[config.mk]
export PLATFORM = sky130hd
export DESIGN_NAME = dftu_ram
export DESIGN_NICKNAME = d
export VERILOG_FILES = /design/src/dftu_ram.sv
export SDC_FILE = /design/constraint.sdc
export NUM_CORES = 1
export LEC_CHECK = 0
export BUFFER_PORTS_ARGS = -buffer_cell sky130_fd_sc_hd__buf_2
export CORE_UTILIZATION = 36
export CTS_CLUSTER_SIZE = 14
export DETAILED_ROUTE_END_ITERATION = 8
export PLACE_DENSITY = 0.56
export SYNTH_ARGS = -nofsm -noshare
export SYNTH_HDL_FRONTEND = slang
export SYNTH_SLANG_ARGS = --single-unit
[constraint.sdc]
create_clock -name clk_i -period 1.5 [get_ports clk_i]
set_clock_uncertainty 0.05 [all_clocks]
set_input_delay 0.45 -clock clk_i [delete_from_list [all_inputs] [get_ports clk_i]]
set_output_delay 0.45 -clock clk_i [all_outputs]
set_load 0.02 [all_outputs]
[src/dftu_ram.sv]
// ----------------------------------------------------------------------------
// Generic single-port-write, single-port-read RAM
// One write port and one read port; read data is registered.
// ----------------------------------------------------------------------------
module dftu_ram #(
  parameter int unsigned WIDTH = 8,
  parameter int unsigned DEPTH = 2
) (
  input  logic                     clk_i,
  input  logic                     we_i,
  input  logic [$clog2(DEPTH)-1:0] waddr_i,
  input  logic [WIDTH-1:0]         wdata_i,
  input  logic                     re_i,
  input  logic [$clog2(DEPTH)-1:0] raddr_i,
  output logic [WIDTH-1:0]         rdata_o
);

  logic [WIDTH-1:0] mem_q [DEPTH];
  logic [WIDTH-1:0] rdata_q;

  always_ff @(posedge clk_i) begin
    if (we_i) begin
      mem_q[waddr_i] <= wdata_i;
    end
    if (re_i) begin
      rdata_q <= mem_q[raddr_i];
    end
  end

  assign rdata_o = rdata_q;

endmodule

After elaboration in Yosys (flattened, before gate mapping)
Memory sizes are Yosys's and may differ from the RTL's. A register that Yosys moved wholly into a read port is not among the register bits. Cells that the tools add are included.

Bits in registers: 0. Memories kept: 1. Memory bits (writable): 16. Input bits: 13.

Memories: mem_q (words 2, width 8, rd ports 1, clocked after Yosys merged registers in 1, wr ports 1, line 18) `logic [WIDTH-1:0] mem_q [DEPTH];`.

Muxes and demuxes: 2.

Operator list (number): $mux 1 (2).

Logic depth before layout (Yosys ltp)
Word-level depth: 2. Mapped depth: 2. Mapped depth without buffers: 1.

Least setup slack after synthesis
No wires, ideal clock.

Path kind: input to register. Start: input we_i. End: memory mem_q[0][0], enable pin. Path buffers: 0. Arrival time: 0.870 ns. Stages: 1. Setup slack: 0.207 ns. Data required time: 1.077 ns. Path through: nor2b_1.

Longest elaborated chain between the ends: 2.

RTL lines: start: declaration (line 10) `input logic we_i,`; $mux 1 (line 22) `if (we_i) begin`; $mux 1 (implied by the code) (line 23) `mem_q[waddr_i] <= wdata_i;`; end: declaration (line 18).

Every way passes these cells.

Worst setup path in the final report
Start: register rdata_q[3], in the netlist rdata_o[3], read port of mem_q. End: output rdata_o[3].

RTL lines: start: declaration (line 19) `logic [WIDTH-1:0] rdata_q;`; end: declaration (line 15) `output logic [WIDTH-1:0] rdata_o`.

No word-level cell between the ends.

==> results_tabular.tex <==
\begin{tabular}{lr}
\hline
Metric & Value \\
\hline
\multicolumn{2}{l}{\textbf{Min path}} \\
\quad Class of the most critical hold timing path & input port to register \\
\multicolumn{2}{l}{\textbf{STA}} \\
\quad Post-layout min period & 1.34 ns \\
\quad Setup total negative slack & 0 ns \\
\quad RSZ-0062 raised after global routing & no \\
\quad Max\_slew headroom & 76.5\% \\
\quad Tightest Pin Transition & around 0.35 ns \\
\quad Tcrit/Tclk final & 89.3\% \\
\quad Hold Violations, Final & 0 \\
\quad Final hold slack & $\sim$0.28 ns \\
\quad Setup violators final & 0 \\
\quad Number of max-slew violations in the final report & 0 \\
\quad Achievable clock frequency & 0.747 GHz \\
\multicolumn{2}{l}{\textbf{Yosys}} \\
\quad Cell variety after synth & 5 \\
\quad Top cell type by total area after synthesis & edfxtp\_1 \\
\quad Most instantiated library cell after synthesis & edfxtp\_1 \\
\quad Most frequent cells after synthesis & edfxtp\_1 (24), mux2\_4 (8), and2\_1 (1), buf\_6 (1), nor2b\_1 (1) \\
\quad Synth Register Bits & 24 \\
\quad Cells after synthesis & 35 \\
\quad Total number of yosys warnings & 0 \\
\quad Avg Synthesized Cell Area & 24.7 µm² \\
\quad Synthesized cell area & roughly 860 µm² \\
\quad Primary FF master, synth & edfxtp\_1 \\
\quad Top cell type's share of synthesized area & 83.4\% \\
\quad EDFF count, synth & 24 \\
\quad Post-Synthesis Net Count & 48 \\
\quad Portion of the post-synthesis area used by sequential elements & a little over four fifths \\
\quad Async SR Flop Fraction & 0\% \\
\quad Largest cells by area after synthesis & edfxtp\_1 (83\%), mux2\_4 (14\%), buf\_6 (1.3\%), and2\_1 (0.72\%), nor2b\_1 (0.72\%) \\
\multicolumn{2}{l}{\textbf{Die}} \\
\quad Total core area & 0.00223 mm² \\
\quad Effective utilization at floorplan & about 39\% \\
\quad Die width & approximately 51 µm \\
\quad Number of placement rows & 17 \\
\quad Total die area & 0.00260 mm² \\
\quad Boundary pin count & 21 \\
\quad Die height & 51.0 µm \\
\multicolumn{2}{l}{\textbf{Power and ir drop}} \\
\quad Peak supply drop & about 0.51 mV \\
\quad Final total power & 0.00117 W \\
\quad Clock share of power & 22.5\% \\
\quad Switching share of power & about a fifth \\
\quad Combinational fraction of design power & under 10\% \\
\quad Internal power summed over all cells & 0.000941 W \\
\quad Total power divided by cell area & 1140 mW/mm² \\
\quad Share of total power in sequential cells & 68.6\% \\
\quad Leakage power & 0.398 nW \\
\quad Net Sw Power & 0.000229 W \\
\multicolumn{2}{l}{\textbf{Clock tree}} \\
\quad Number of instances resized during post-cts repair & 0 \\
\quad Reg clk slew, reported paths & 0.11 ns \\
\quad Hold Buf Count CTS & 0 \\
\quad TritonCTS clock tree & done \\
\quad CTS HTree Levels & 1 \\
\quad Largest buffer count on any clock path & 2 \\
\quad Number of clock sinks seen by CTS & 24 \\
\quad Root cell of the clock tree & clkbuf\_4 \\
\quad Total CTS buffers & 3 \\
\quad Post-CTS setup buffer count & 0 \\
\quad Insertion delay of the later-clocked pin in the worst-skew pair & roughly 0.3 ns \\
\multicolumn{2}{l}{\textbf{Finish}} \\
\quad Share of cells above drive strength 1 & 54.2\% \\
\quad Net count reported at finish & 73 \\
\quad Diodes inserted & 0 \\
\quad Layout area overhead & 18.2\% \\
\quad Final core utilization & 45.8\% \\
\multicolumn{2}{l}{\textbf{Worst setup path}} \\
\quad Family of cells with the greatest summed delay on the critical path & flip-flops \\
\quad Cell with the largest stage delay on the worst path & edfxtp\_1 \\
\quad Req. time, crit path & 1.00 ns \\
\quad Critical path data arrival time & 0.84 ns \\
\quad Startpoint kind of the worst setup timing path & register \\
\quad Crit end category & output port \\
\quad Bufs and invs on worst path & 1 \\
\quad Class of the most critical setup path & register to output port \\
\quad Crit path max fanout & 1 \\
\quad Peak per-stage delay on the critical path & 0.38 ns \\
\quad Ordered list of cells on the worst path & buf\_2 \\
\multicolumn{2}{l}{\textbf{Place}} \\
\quad Buffers added on ports & 20 \\
\quad Gp weighted congestion & 0.594 \\
\multicolumn{2}{l}{\textbf{Detailed routing}} \\
\quad Routed Antenna Nets & 0 \\
\quad Drt drc & 0 \\
\quad Total length of routed wires & 924 µm \\
\quad First-iteration detailed-routing DRC count & 8 \\
\quad Average detailed-routed wire length per instance & approximately 11 µm \\
\quad Detailed-route via count & 382 \\
\quad DRT Pass-1 Iters & 2 \\
\quad Vias per std cell & about 4.4 \\
\multicolumn{2}{l}{\textbf{Status}} \\
\quad Run status & complete, no violations \\
\multicolumn{2}{l}{\textbf{GRT}} \\
\quad Via count of the first global-routing pass & 318 \\
\quad Global-route wire length before repair & around 1400 µm \\
\quad Antenna violations before repair & 0 \\
\quad Overall Global Routing Usage & $\sim$8.6\% \\
\quad Maximum number of pins on one net before global-route repair & 14 \\
\quad Overflow after GRT & 0 \\
\multicolumn{2}{l}{\textbf{Run}} \\
\quad Number of max-cap violations & 0 \\
\hline
\end{tabular}
[cell usage in the layout, fill, tap and decap left out, drive strengths merged]
master  Yosys  final
buf         1     21
clkbuf      0      3
edfxtp     24     24
nor2b       1      1
and2        1      1
mux2        8      8
clkinv      0      1
[power by group through the flow]
stage                     clock network (W)   logic, W  registers [W]
after global routing               0.000313   0.000114       0.000806
after global placement                    0   0.000105       0.000818
after floorplan                           0  0.0000459       0.000838
after CTS                          0.000283   0.000107       0.000803
after detailed placement                  0   0.000107       0.000818
final                              0.000263   0.000105       0.000802
[cell type report]
type                    count  area (µm²)
flip-flops and latches     24         721
clock buffers               3        22.5
repair buffers             21         108
clock inverters             1        3.75
multi-input cells          10         133
fillers                   203        1210
well taps                  28        35.0
[worst paths after layout]
path,depth (start not counted),from,endpoint,slack [ns]
setup / recovery,1,rdata_o[3],rdata_o[3],0.16
hold / removal,1,wdata_i[1],mem_q[0][1],0.28
setup reg to reg,1,mem_q[0][7],rdata_o[7],0.55
hold reg to reg,1,mem_q[1][6],rdata_o[6],0.51
[cell families after synthesis]
logic type	after synthesis	share of synthesized area, %
flip-flops	24	83.4
buffers and inverters	1	1.30
AND/OR/NAND/NOR	2	1.45
multiplexers	8	13.9
[flip-flops by register name, summed over array words and instances (netlist names)]
name / flops
mem_q: 16
rdata_o: 8
[through the flow]
stage / cell area (µm²) / std cells / setup WS (ns)
2_1_floorplan: 865 / 35 / 0.207
3_3_place_gp: 996 / 83 / 0.185
3_5_place_dp: 996 / 83 / 0.162
4_1_cts: 1020 / 87 / 0.132
5_1_grt: 1020 / 87 / 0.100
6_report: 1020 / 87 / 0.161
[per-layer routing]
metal / part of all wire (%) / vias to the layer above / GRT usage (%)
met1: 40 / 175 / 8.77
met2: 49 / 20 / 12.9
met3: 9.0 / 2 / 3.87
met5: 0 / - / 0
met4: 1.6 / 0 / 8.33
li1: - / 185 / -
Note: power is estimated with default switching activity, not from simulation.
