$ cat src/dftu_pkg.sv
// ----------------------------------------------------------------------------
// Deduplication fingerprint table package
// Shared sizes, entry layout, result codes and controller states.
// ----------------------------------------------------------------------------
package dftu_pkg;

  localparam int unsigned TABLE_ENTRIES    = 64;
  localparam int unsigned FINGERPRINT_BITS = 64;

  localparam int unsigned IDX_W      = (TABLE_ENTRIES > 1) ? $clog2(TABLE_ENTRIES) : 1;
  localparam int unsigned CNT_W      = $clog2(TABLE_ENTRIES + 1);
  localparam int unsigned ADDR_W     = 32;
  localparam int unsigned FP_IN_W    = 64;
  localparam int unsigned SHARE_W    = 16;
  localparam int unsigned SLOT_OUT_W = 6;
  localparam int unsigned ACTION_W   = 3;

  localparam int unsigned S_TDATA_W  = 2 * ADDR_W + FP_IN_W;
  localparam int unsigned M_FIELDS_W = ACTION_W + 2 * ADDR_W + SLOT_OUT_W + 1;
  localparam int unsigned M_TDATA_W  = ((M_FIELDS_W + 7) / 8) * 8;

  typedef enum logic [ACTION_W-1:0] {
    ACT_UNCHANGED    = 3'd0,
    ACT_UPDATED      = 3'd1,
    ACT_REDIR_CHANGE = 3'd2,
    ACT_REDIR_NEW    = 3'd3,
    ACT_STORED       = 3'd4,
    ACT_FULL         = 3'd5
  } action_e;

  typedef enum logic [1:0] {
    ST_IDLE,
    ST_SCAN,
    ST_DECIDE,
    ST_OUT
  } state_e;

  typedef struct packed {
    logic [SHARE_W-1:0]          shares;
    logic [FINGERPRINT_BITS-1:0] fp;
    logic [ADDR_W-1:0]           inode;
    logic [ADDR_W-1:0]           client;
  } entry_t;

  typedef struct packed {
    logic               a_hit;
    logic               a_fp_eq;
    logic [IDX_W-1:0]   a_idx;
    logic [SHARE_W-1:0] a_shares;
    logic               f_hit;
    logic [IDX_W-1:0]   f_idx;
    logic [ADDR_W-1:0]  f_client;
    logic [ADDR_W-1:0]  f_inode;
    logic [SHARE_W-1:0] f_shares;
  } match_t;

  function automatic logic [SHARE_W-1:0] sat_inc(input logic [SHARE_W-1:0] v);
    sat_inc = (v == {SHARE_W{1'b1}}) ? v : v + SHARE_W'(1);
  endfunction

endpackage

$ cat src/dftu_match.sv
// ----------------------------------------------------------------------------
// Fingerprint table match unit
// Compares each entry read during a scan with the search key and keeps the
// first address hit and the first fingerprint hit together with their data.
// ----------------------------------------------------------------------------
module dftu_match import dftu_pkg::*; (
  input  logic                        clk_i,
  input  logic                        rst_ni,
  input  logic                        clear_i,
  input  logic                        vld_i,
  input  logic [IDX_W-1:0]            idx_i,
  input  entry_t                      entry_i,
  input  logic [ADDR_W-1:0]           key_client_i,
  input  logic [ADDR_W-1:0]           key_inode_i,
  input  logic [FINGERPRINT_BITS-1:0] key_fp_i,
  output match_t                      match_o
);

  match_t match_q, match_d;
  logic   addr_eq, fp_eq;

  assign addr_eq = (entry_i.client == key_client_i) && (entry_i.inode == key_inode_i);
  assign fp_eq   = (entry_i.fp == key_fp_i);

  always_comb begin
    match_d = match_q;
    if (clear_i) begin
      match_d.a_hit = 1'b0;
      match_d.f_hit = 1'b0;
    end else if (vld_i) begin
      if (!match_q.a_hit && addr_eq) begin
        match_d.a_hit    = 1'b1;
        match_d.a_fp_eq  = fp_eq;
        match_d.a_idx    = idx_i;
        match_d.a_shares = entry_i.shares;
      end
      if (!match_q.f_hit && fp_eq) begin
        match_d.f_hit    = 1'b1;
        match_d.f_idx    = idx_i;
        match_d.f_client = entry_i.client;
        match_d.f_inode  = entry_i.inode;
        match_d.f_shares = entry_i.shares;
      end
    end
  end

  always_ff @(posedge clk_i or negedge rst_ni) begin
    if (!rst_ni) begin
      match_q <= '0;
    end else begin
      match_q <= match_d;
    end
  end

  assign match_o = match_q;

endmodule

$ cat config.mk
export PLATFORM = sky130hd
export DESIGN_NAME = dftu_match
export DESIGN_NICKNAME = d
export VERILOG_FILES = /design/src/dftu_pkg.sv /design/src/dftu_match.sv
export SDC_FILE = /design/constraint.sdc
export NUM_CORES = 1
export LEC_CHECK = 0
export ABC_CLOCK_PERIOD_IN_PS = 2800
export BUFFER_PORTS_ARGS = -buffer_cell sky130_fd_sc_hd__buf_2
export CORE_AREA = 2 2 154 156
export DETAILED_ROUTE_END_ITERATION = 10
export DIE_AREA = 0 0 156 158
export HOLD_SLACK_MARGIN = 0.02
export SYNTH_ARGS = -nofsm -noshare
export SYNTH_HDL_FRONTEND = slang
export SYNTH_SLANG_ARGS = --single-unit
$ cat constraint.sdc
create_clock -name clk_i -period 2.8 [get_ports clk_i]
set_clock_uncertainty 0.05 [all_clocks]
set_input_delay 0.42 -clock clk_i [delete_from_list [all_inputs] [get_ports clk_i]]
set_output_delay 0.42 -clock clk_i [all_outputs]
set_load 0.01 [all_outputs]
# After elaboration in Yosys (flattened, before gate mapping)
# Index checks and enable logic that the tools add are counted.
[classes] n_reduce_logical=12 mul=0 n_eq_ne=3 order_cmp=0 n_mux=5 addsub=0 div=0 shifts=0 n_bitwise=1
[ops] operator="$mux 111" count=1
[ops] operator="$mux 87" count=1
[ops] operator="$eq 32x32->1" count=2
[ops] operator="$eq 64x64->1" count=1
[ops] operator="$mux 24" count=1
[ops] operator="$reduce_and 3->1" count=2
[ops] operator="$reduce_bool 2->1" count=3
[ops] operator="$reduce_and 2->1" count=2
[ops] operator="$logic_and 1x1->1" count=3
[ops] operator="$logic_not 1->1" count=2
[ops] operator="$mux 1" count=2
[ops] operator="$not 1->1" count=1
[word_totals] memories=0 mem_bits_ro=0 word_cells=30 latchBits=0 register_bits=111 input_bits=282 ram_bits=0

# Logic depth before layout (Yosys ltp)
[logic_depth] depth_word=6 ltp_mapped=9 depth_no_buf=6

# Least setup slack after synthesis
# OpenSTA, ideal clock, no wires.
[synth_timing] kind="input port to flip-flop" start="input port key_fp_i[43]" end="register match_q, in the netlist match_o[53]" arrival_time_ps=2085 stages=9 slack_ps=540 setup_ps=125 cell_sequence="xnor2_1 nand4_1 nor4_1 nand4_1 or3_1 buf_2 buf_6 buf_6 mux2_4"
[synth_via] elab_chain_cells=3
[synth_lines] item="start, declared" line="dftu_match.sv:15" source="input logic [FINGERPRINT_BITS-1:0] key_fp_i,"
[synth_lines] item="$eq 64x64->1" line="dftu_match.sv:23" source="assign fp_eq = (entry_i.fp == key_fp_i);"
[synth_lines] item="$logic_and 1x1->1" line="dftu_match.sv:37" source="if (!match_q.f_hit && fp_eq) begin"
[synth_lines] item="$reduce_and 3->1 (no line)"
[synth_lines] item="end signal, assigned" line="dftu_match.sv:51" source="match_q <= match_d;"
[synth_lines] item="end, declared" line="dftu_match.sv:19" source="match_t match_q, match_d;"
# Every way passes these cells.
# A chain may end at the register's enable or synchronous reset.

# Final worst setup path
[layout_timing] start="input port key_client_i[30]" end="register match_q, in the netlist match_o[105]"
[layout_via] elab_chain_cells=4
[layout_lines] item="start, declared" line="dftu_match.sv:13" source="input logic [ADDR_W-1:0] key_client_i,"
[layout_lines] item="$eq 32x32->1" line="dftu_match.sv:22" source="assign addr_eq = (entry_i.client == key_client_i) && (entry_i.inode == key_inode_i);"
[layout_lines] item="$logic_and 1x1->1" line="dftu_match.sv:22"
[layout_lines] item="$logic_and 1x1->1" line="dftu_match.sv:31" source="if (!match_q.a_hit && addr_eq) begin"
[layout_lines] item="$reduce_and 3->1 (no line)"
# Every way passes these cells.

==> results.toml <==
[worst_setup_path]
endpoint_kind = "flip-flop"
r2r_start = "match_o[86]"
r2r_slack_ns = 1.20
startpoint = "key_client_i[30]"
reg2reg_to = "match_o[78]"
path_cells = "buf_2 -> xor2_1 -> nor4_1 -> nand4_1 -> nor4_2 -> buf_4 -> nand4_1 -> buf_12 -> mux2_2"
max_stage_delay_ns = 0.54
r2r_cells = 3
cpMaxStageDelayCell = "nor4_1"
startpoint_type = "primary input"
arrival_ns = 2.78
cp_max_fo = 24
crit_top_cell = "nand4_1"
cp.required_ns = 2.99
crit_type = "in -> reg"

[sta]
setup_ws_ns = 0.207
hold-worst-slack_ns = 0.210
finalCritPeriodShare = 0.926
report.final.slew_viol_count = 0
setup_violations = 0
rsz0062_at_grt = "false"
fmax_mhz = 386
hold_viol_final = 0
worst_pin_slew_ns = 0.581
relSlewSlack = 0.609
fin_crit_ns = 2.59

[finish]
fin_nets = 1100
final_common_cell = "buf_2"
largest_reg_flops = 111
final_cell_mix = "buf_2, dfrtp_1, xnor2_1, mux2_2, xor2_1"
drive_gt1_frac = 0.640
area_growth_pct = 47.9
fill_cells = 2346

[synth]
ys_ff_latch = 111
yosysSeqAreaShare = 0.492
ys_types = 23
synth_area_mm2 = 0.00564
synth_warnings = 0
synth_edf_count = 0
async_flop_share = 1.00
synth_nets = 699
synth_cells = 417
synth_top_area_frac = 0.492
yosysTopAreaCell = "dfrtp_1"
synth_ff_type = "dfrtp_1"
synth.avg_cell_area_um2 = 13.5
synth.area.top_cells = "dfrtp_1, mux2_2, xnor2_1, mux2_4, xor2_1"

[job]
maxCapViolCount = 0

[clock_tree]
clk_latency_ns = 0.35
htree_levels = 3
numCtsBuffers = 9
cts_num_sinks = 111
tritoncts = "yes"
cts_root_buf = "clkbuf_16"
clkTransAtPathRegs_ns = 0.08
cts_buffer_depth = 2
postCtsSetupRepairBufs = 0

[floorplan]
rows = 56
fp.dieH_um = 158
pin_count = 393
initial_utilization = 0.245
core_area_mm2 = 0.0231
die_area_mm2 = 0.0246
die_x_um = 156

[placement]
place.gp.congestion = 0.857
port_buffers = 392
place_hpwl_mm = 15.7
place_ws_ns = -0.409

[global_route]
grt_usage = 0.144
grt_max_degree = 65
grt_pass1_wl_mm = 26.2
globalRoute.totalOverflow = 0
antenna_found_initial = 11
grt_pass1_vias = 4807

[routing]
drt_iter0_markers = 177
wire_per_inst_um = 16.6
num_vias = 4749
antenna_left = 0
firstDrtPassIters = 4
post-route-drc-count = 0
vias_per_cell = 4.23
totalWireLength_mm = 18.6

[power_and_ir_drop]
peakVddDrop_uv = 321
power.density_mw_per_mm2 = 405
comb_power_share = 0.141
p_int_uw = 2500
switchingPower_uw = 885
p_seq_frac = 0.474
leakagePower_uw = 0.00470
sw_frac_of_total = 0.262
clockPowerShare = 0.386

[min_path]
min_path_type = "in -> reg"
min_to = "match_o[110]"
hold_start = "clear_i"
hold_path_depth = 2

[status]
status = "completed"
-- worst max path at each step --
stage,depth (start not counted),slack [ns],end
2_1_floorplan,9,0.54,match_o[53]
3_3_place_gp,9,-0.36,match_o[90]
3_5_place_dp,9,-0.41,match_o[90]
4_1_cts,9,0.16,match_o[90]
5_1_grt,9,0.07,match_o[98]
6_report,9,0.21,match_o[105]
-- critical path: cells and delay by family --
family	cells	cell delay (ns)
simple gates	4	1.41
buf+inv	3	0.50
xor+xnor	1	0.15
mux	1	0.28
-- what timing repair did --
item,in CTS,in global routing
hold endpoints to repair,36,0
resized for setup,1,0
endpoints found under the setup margin,22,0
hold buffers,1,0
-- cell type report --
class | count | area (um^2) | share of cell area
Antenna cell | 9 | 22.5 | 0.00270
Clock buffer | 9 | 225 | 0.0270
Clock inverter | 7 | 70.1 | 0.00840
Inverter | 10 | 37.5 | 0.00450
Multi-Input combinational cell | 284 | 2760 | 0.330
Sequential cell | 111 | 2780 | 0.333
Tap cell | 290 | 363 | 0.0435
Timing Repair Buffer | 402 | 2090 | 0.251
-- cell usage after synthesis, drive strengths merged, types with 2 or more instances --
cell type,n
o21ai,3
clkbuf,2
nand4,24
xnor2,80
buf,10
mux2,108
dfrtp,111
inv,10
o2bb2ai,2
xor2,41
nor4,15
a221oi,2
-- routing by layer --
layer	vias up	wire length, um	global-route usage
met5	-	14	0
met4	4	362	0.0599
met3	21	1410	0.0367
met2	240	10200	0.280
met1	2210	6620	0.144
li1	2274	-	-
-- metrics by stage --
step / setup TNS [ns] / utilization / instance area (um^2) / total power (uW) / instances
finish: 0 / 0.362 / 8340 / 3380 / 1122
global route: 0 / 0.362 / 8340 / 3550 / 1120
CTS: 0 / 0.361 / 8320 / 3450 / 1113
detailed placement: -9.20 / 0.347 / 8010 / 2120 / 1096
global placement: -8.13 / 0.347 / 8010 / 2110 / 1096
floorplan: 0 / - / 5640 / 1800 / 417
-- logic make-up after synthesis --
| logic type | after synthesis | share of synthesized area |
|---|---|---|
| buffers and inverters | 22 | 0.0213 |
| AND/OR/NAND/NOR | 44 | 0.0495 |
| flip-flops | 111 | 0.492 |
| XOR/XNOR | 121 | 0.188 |
| multiplexers | 109 | 0.237 |
| AO/OA/AOI/OAI | 10 | 0.0124 |
-- power groups by stage --
stage	logic [uW]	registers [uW]	clock network [uW]
floorplan	162	1630	0
global placement	480	1630	0
detailed placement	484	1630	0
CTS	487	1600	1360
global route	524	1600	1430
finish	475	1600	1310
No activity file was read; power rests on OpenSTA's default activity.
